===== src/design/fcpu_pkg.sv =====
// ----------------------------------------------------------------------------
// fcpu_pkg
// Shared types, constants and the quarter-wave sine table of the camera pose
// update block.
// ----------------------------------------------------------------------------
package fcpu_pkg;

  // fixed-point formats
  localparam int POSITION_FRAC_BITS = 16;
  localparam int VECTOR_FRAC_BITS   = 15;

  // rounding of Q45 vector sums down to the vector format
  localparam int VEC_SHIFT = 45 - VECTOR_FRAC_BITS;
  // rounding of step times vector sum down to the position format
  localparam int MOVE_SHIFT = 16 + VECTOR_FRAC_BITS - POSITION_FRAC_BITS;

  typedef logic signed [16:0] sine_t;   // Q15, -1.0 .. +1.0 inclusive
  typedef logic signed [33:0] prod2_t;  // Q30 product of two sines
  typedef logic signed [47:0] q45_t;    // Q45 sums of triple products
  typedef logic signed [15:0] vec_t;    // vector component
  typedef logic signed [17:0] dsum_t;   // signed sum of two vector components
  typedef logic signed [34:0] move_t;   // step times dsum
  typedef logic signed [31:0] pos_t;    // position
  typedef logic signed [8:0]  angle_t;  // whole degrees

  localparam q45_t  VEC_HALF  = 48'sd1 <<< (VEC_SHIFT - 1);
  localparam move_t MOVE_HALF = (35'sd1 <<< MOVE_SHIFT) >>> 1;

  // port geometry
  localparam int CFG_ADDR_W  = 2;
  localparam int CFG_DATA_W  = 16;
  localparam int IN_TDATA_W  = 32;
  localparam int IN_TUSER_W  = 2;
  localparam int OUT_TDATA_W = 184;

  // configuration register indexes
  localparam logic [CFG_ADDR_W-1:0] CFG_CENTER_X  = 2'd0;
  localparam logic [CFG_ADDR_W-1:0] CFG_CENTER_Y  = 2'd1;
  localparam logic [CFG_ADDR_W-1:0] CFG_STEP_SIZE = 2'd2;
  localparam logic [CFG_ADDR_W-1:0] CFG_ROLL      = 2'd3;

  localparam logic [11:0] CENTER_X_RESET  = 12'd320;
  localparam logic [11:0] CENTER_Y_RESET  = 12'd240;
  localparam logic [15:0] STEP_SIZE_RESET = 16'd6554;
  localparam angle_t      ROLL_RESET      = 9'sd0;

  // event kinds
  localparam logic [IN_TUSER_W-1:0] KIND_TICK     = 2'd0;
  localparam logic [IN_TUSER_W-1:0] KIND_MOTION   = 2'd1;
  localparam logic [IN_TUSER_W-1:0] KIND_KEY_DOWN = 2'd2;
  localparam logic [IN_TUSER_W-1:0] KIND_KEY_UP   = 2'd3;

  // key codes
  localparam logic [7:0] KEY_UPPER_A  = 8'h41;
  localparam logic [7:0] KEY_UPPER_Z  = 8'h5A;
  localparam logic [7:0] KEY_CASE_BIT = 8'h20;
  localparam logic [7:0] KEY_W        = 8'h77;
  localparam logic [7:0] KEY_A        = 8'h61;
  localparam logic [7:0] KEY_S        = 8'h73;
  localparam logic [7:0] KEY_D        = 8'h64;

  localparam logic [3:0] HELD_W = 4'b0001;
  localparam logic [3:0] HELD_A = 4'b0010;
  localparam logic [3:0] HELD_S = 4'b0100;
  localparam logic [3:0] HELD_D = 4'b1000;

  localparam angle_t ANGLE_MAX   = 9'sd179;
  localparam angle_t ANGLE_MIN   = -9'sd180;
  localparam angle_t PITCH_RESET = -9'sd90;

  // datapath commands from the controller
  typedef struct packed {
    logic update;  // take the input word and update angles, keys, skip flag
    logic trig;    // look up the six sines
    logic mul1;    // products of two sines
    logic mul2;    // triple products
    logic vec;     // sums, rounding, saturation
    logic mov1;    // step times direction sum
    logic mov2;    // round and add into position
    logic load;    // load the output register
  } fcpu_cmd_t;

  typedef struct packed {
    logic is_tick;
  } fcpu_status_t;

  // round(sin(k deg) * 2^15), k = 0..90
  localparam logic [15:0] SINE_Q15 [0:90] = '{
    16'd0,     16'd572,   16'd1144,  16'd1715,  16'd2286,  16'd2856,  16'd3425,
    16'd3993,  16'd4560,  16'd5126,  16'd5690,  16'd6252,  16'd6813,  16'd7371,
    16'd7927,  16'd8481,  16'd9032,  16'd9580,  16'd10126, 16'd10668, 16'd11207,
    16'd11743, 16'd12275, 16'd12803, 16'd13328, 16'd13848, 16'd14365, 16'd14876,
    16'd15384, 16'd15886, 16'd16384, 16'd16877, 16'd17364, 16'd17847, 16'd18324,
    16'd18795, 16'd19261, 16'd19720, 16'd20174, 16'd20622, 16'd21063, 16'd21498,
    16'd21926, 16'd22348, 16'd22763, 16'd23170, 16'd23571, 16'd23965, 16'd24351,
    16'd24730, 16'd25102, 16'd25466, 16'd25822, 16'd26170, 16'd26510, 16'd26842,
    16'd27166, 16'd27482, 16'd27789, 16'd28088, 16'd28378, 16'd28660, 16'd28932,
    16'd29197, 16'd29452, 16'd29698, 16'd29935, 16'd30163, 16'd30382, 16'd30592,
    16'd30792, 16'd30983, 16'd31164, 16'd31336, 16'd31499, 16'd31651, 16'd31795,
    16'd31928, 16'd32052, 16'd32166, 16'd32270, 16'd32365, 16'd32449, 16'd32524,
    16'd32588, 16'd32643, 16'd32688, 16'd32723, 16'd32748, 16'd32763, 16'd32768
  };

  // sine of a whole degree in -180..269
  function automatic sine_t sin_deg(input logic signed [9:0] d);
    logic signed [10:0] ws;
    logic [8:0]         u;
    logic [6:0]         k;
    logic               neg;
    sine_t              mag;
    ws = 11'(d);
    if (ws < 11'sd0) begin
      ws = ws + 11'sd360;
    end
    u = ws[8:0];
    if (u <= 9'd90) begin
      k   = u[6:0];
      neg = 1'b0;
    end else if (u <= 9'd180) begin
      k   = 7'(9'd180 - u);
      neg = 1'b0;
    end else if (u <= 9'd270) begin
      k   = 7'(u - 9'd180);
      neg = 1'b1;
    end else begin
      k   = 7'(9'd360 - u);
      neg = 1'b1;
    end
    mag = {1'b0, SINE_Q15[k]};
    return neg ? -mag : mag;
  endfunction

endpackage


===== src/design/fcpu_ctrl.sv =====
// ----------------------------------------------------------------------------
// fcpu_ctrl
// Sequencer of the pose update: walks one event through trig lookup, two
// multiply steps, vector rounding and, for ticks, the position move.
// ----------------------------------------------------------------------------
module fcpu_ctrl
  import fcpu_pkg::*;
(
  input  logic         clk,
  input  logic         rst_n,
  input  logic         in_tvalid,
  output logic         in_tready,
  output logic         out_tvalid,
  input  logic         out_tready,
  input  fcpu_status_t status,
  output fcpu_cmd_t    cmd
);

  localparam logic [2:0] S_IDLE = 3'd0;
  localparam logic [2:0] S_TRIG = 3'd1;
  localparam logic [2:0] S_MUL1 = 3'd2;
  localparam logic [2:0] S_MUL2 = 3'd3;
  localparam logic [2:0] S_VEC  = 3'd4;
  localparam logic [2:0] S_MOV1 = 3'd5;
  localparam logic [2:0] S_MOV2 = 3'd6;
  localparam logic [2:0] S_LOAD = 3'd7;

  logic [2:0] state_r, state_nxt;
  logic       out_valid_r, out_valid_nxt;
  logic       room;

  assign in_tready  = (state_r == S_IDLE);
  assign out_tvalid = out_valid_r;
  assign room       = !out_valid_r || out_tready;

  always_comb begin
    state_nxt = state_r;
    cmd       = '0;
    unique case (state_r)
      S_IDLE: begin
        cmd.update = in_tvalid;
        if (in_tvalid) begin
          state_nxt = S_TRIG;
        end
      end
      S_TRIG: begin
        cmd.trig  = 1'b1;
        state_nxt = S_MUL1;
      end
      S_MUL1: begin
        cmd.mul1  = 1'b1;
        state_nxt = S_MUL2;
      end
      S_MUL2: begin
        cmd.mul2  = 1'b1;
        state_nxt = S_VEC;
      end
      S_VEC: begin
        cmd.vec   = 1'b1;
        state_nxt = status.is_tick ? S_MOV1 : S_LOAD;
      end
      S_MOV1: begin
        cmd.mov1  = 1'b1;
        state_nxt = S_MOV2;
      end
      S_MOV2: begin
        cmd.mov2  = 1'b1;
        state_nxt = S_LOAD;
      end
      S_LOAD: begin
        // wait here while the previous word is still held downstream
        cmd.load = room;
        if (room) begin
          state_nxt = S_IDLE;
        end
      end
    endcase
  end

  always_comb begin
    if (cmd.load) begin
      out_valid_nxt = 1'b1;
    end else if (out_tready) begin
      out_valid_nxt = 1'b0;
    end else begin
      out_valid_nxt = out_valid_r;
    end
  end

  always_ff @(posedge clk) begin
    if (!rst_n) begin
      state_r     <= S_IDLE;
      out_valid_r <= 1'b0;
    end else begin
      state_r     <= state_nxt;
      out_valid_r <= out_valid_nxt;
    end
  end

endmodule


===== config.mk =====
export PLATFORM = sky130hd
export DESIGN_NAME = fcpu_ctrl
export DESIGN_NICKNAME = d
export VERILOG_FILES = /design/src/design/fcpu_pkg.sv /design/src/design/fcpu_ctrl.sv
export SDC_FILE = /design/constraint.sdc
export NUM_CORES = 1
export LEC_CHECK = 0
export BUFFER_PORTS_ARGS = -buffer_cell sky130_fd_sc_hd__buf_2
export CORE_AREA = 2 2 39 41
export DETAILED_ROUTE_END_ITERATION = 6
export DIE_AREA = 0 0 41 43
export PLACE_DENSITY = 0.43
export SYNTH_ARGS = -nofsm -noshare
export SYNTH_HDL_FRONTEND = slang
export SYNTH_SLANG_ARGS = --single-unit

===== constraint.sdc =====
create_clock -name clk -period 1.4 [get_ports clk]
set_input_delay 0 -clock clk [delete_from_list [all_inputs] [get_ports clk]]
set_output_delay 0 -clock clk [all_outputs]
set_load 0.005 [all_outputs]

==> summary.txt <==
Critical Path Start Type: register
HP Class: input pin to register
crit-path cells: inv_1, and3_1, buf_2
Post-Synth XOR/XNOR Area: 0%
post-layout minimum cycle time: 1.121 ns
pin count of the biggest net entering global routing: 11
Slew @ Worst Pin: 0.2771 ns
Clock Latency Late Sink: 0.24 ns
Clock Tree Root: clkbuf_4
critical path endpoint category: primary output
post-synthesis mux area share: 0%
setup slack after layout: 0.2786 ns
Vias/cell: 4.194
largest fanout on the critical path: 10
fmax: 891.8 MHz
synthesized-area fraction occupied by and/or/nand/nor cells: 39.51%
count of cell types in the netlist: 22
Reg2Reg Depth: 2
Mapped Nets: 36
GP Congestion: 0.6095
CTS tree: built
clk buf depth: 2
VDD IR max: 0.2832 mV
Layout area overhead: 36.59%
die height: 43 microns
number of I/O port buffers: 14
status: complete, no violations
RSZ-0062 raised after global routing: false
cts bufs inserted: 3
share of layout cells above drive strength 1: 43.48%
Setup Fix Bufs, Post-CTS: 0
critical path depth: 3
vias in the first global route: 233
PostCTS Resize Cnt: 0
Die Area: 1763 sq um
Worst setup startpoint: state_r[2]
Mapped Avg Cell Area: 8.274 sq um
Worst Skew: 0.003490 ns
nets: 53
r2r setup slk: 0.41 ns
first-pass GRT wire length: 876 microns
reg2reg end: state_r[0]
initial antenna violation count: 0
register bit total from synthesis: 4
main combinational cell family by area after synthesis: simple AND/OR/NAND/NOR gates
setup TNS: 0 ns
I/O Pins: 15
synthesized area: 256.5 sq um
Final period util: 80.10%
Final Setup Violations: 0
Hold Fails Final Rpt: 0
Top delay family on crit path: flip-flops
Post-route DRC: 0
Core Region: 1384 sq um
Critical-path top delay cell: dfxtp_1
Cells after Synth: 31
die width: 41 microns
Clock transition at path regs: 0.03 ns
Buf/Inv on CP: 2
Via Count: 260
commonest non-fill, non-tap cell in the layout: buf_2
commonest cells after routing, fill and taps aside: 14 x buf_2, 5 x nor2_1, 4 x dfxtp_1, 3 x clkbuf_4
worst relative slew slack: 81.50%
Crit Path Category: register to primary output
WP data arrival: 1.12 ns
drt initial violations: 2
P_leak: 0.1948 nW
crit path to: cmd[5]
Routed WL: 566 microns
# rows: 14
First-pass DRT Iterations: 2
Max-Cap Viols: 0
Yosys warnings: 0
pre-CTS WS: 0.3950 ns
n_diodes: 0
Routed WL per cell: 9.129 microns
Final Max Slew Viols: 0
GRT Total Usage: 8.116%
Routed Antenna Nets: 0
Power per Cell Area: 1019 nW/um^2
Synth Area in Compound Gates: 19.02%
sequential area share after synthesis: 31.22%
fraction of the mapped netlist area in adder cells: 0%
Initial Utilization: 18.54%
Reg-to-Reg Start: state_r[2]
GRT overflow: 0
CTS Hold Bufs: 0
CP max stage delay: 0.47 ns
H-tree levels: 1
hpwl dp: 442.1 microns
worst path required time: 1.40 ns
clock sink total: 4
-- metrics by stage --
step	util (%)	instances	area, sq um	hold WS, ns	power [W]
5_1_grt	25.32	62	350.3	0.04346	0.0003875
4_1_cts	25.32	62	350.3	0.03847	0.0003690
3_5_place_dp	23.69	59	327.8	0.2841	0.0002176
6_report	25.32	62	350.3	0.04440	0.0003571
2_1_floorplan	-	31	256.5	0.1103	0.0001854
3_3_place_gp	23.69	59	327.8	0.2831	0.0002191
-- worst register-to-register path, cell delays in order (launching register included) --
cell and delay, ns:
dfxtp_1 0.38, or3_1 0.37, o2111a_1 0.14
-- synthesized netlist by cell type --
library cell	number	area share [%]
and3b_1	1	3.4
and3_2	1	2.9
inv_1	2	2.9
dfxtp_1	4	31
o211a_1	1	3.9
nor2b_1	1	2.4
nor2b_2	1	3.4
buf_4	1	2.9
nor3_1	1	1.9
nor2_1	5	7.3
nand3_1	1	1.9
nand2_1	1	1.5
buf_6	1	4.4
o2111a_1	1	4.4
o221a_1	1	4.4
and3_1	1	2.4
a21boi_1	1	2.9
a21o_2	1	3.4
and2_1	1	2.4
nand2b_1	2	4.9
or3_1	1	2.4
or2_1	1	2.4
-- how the worst min path moves through the flow --
stage	from	end	slack, ns	cells past startpoint
6_report	rst_n	state_r[2]	0.04	2
5_1_grt	rst_n	state_r[2]	0.04	2
4_1_cts	rst_n	state_r[2]	0.04	2
3_5_place_dp	in_tvalid	cmd[7]	0.28	3
3_3_place_gp	in_tvalid	cmd[7]	0.28	3
2_1_floorplan	in_tvalid	cmd[7]	0.11	1
-- per-layer routing --
| layer | GRT usage [%] | part of all wire, % | up-vias | wire (microns) |
|---|---|---|---|---|
| met2 | 10.31 | 42 | 12 | 236 |
| met3 | 1.571 | 8.1 | 4 | 46 |
| met5 | 0 | 0 | - | 0 |
| met4 | 12.00 | 4.6 | 0 | 26 |
| met1 | 8.626 | 45 | 107 | 256 |
| li1 | - | - | 137 | - |
-- area by class of cell --
type / instances / area [sq um]
Timing Repair Buffer: 14 / 70.07
Clock buffer: 3 / 22.52
Multi-Input combinational cell: 23 / 150.1
Tap cell: 16 / 20.02
Fill cell: 154 / 1033
Sequential cell: 4 / 80.08
Inverter: 2 / 7.507
-- sequential cells by signal, indices dropped and copies added, names as in the netlist --
| signal | cells |
|---|---|
| out_tvalid | 1 |
| state_r | 3 |
-- power by group --
part	internal (W)	switching (W)	total (W)
logic	0.0000431	0.0000309	0.0000740
clock network	0.0000959	0.0000472	0.000143
registers	0.000124	0.0000161	0.000140
-- logic make-up after synthesis --
family | Yosys count
and+or+nand+nor | 18
AOI/OAI and AO/OA | 5
DFF | 4
buffers and inverters | 4
No activity file was read; power rests on OpenSTA's default activity.
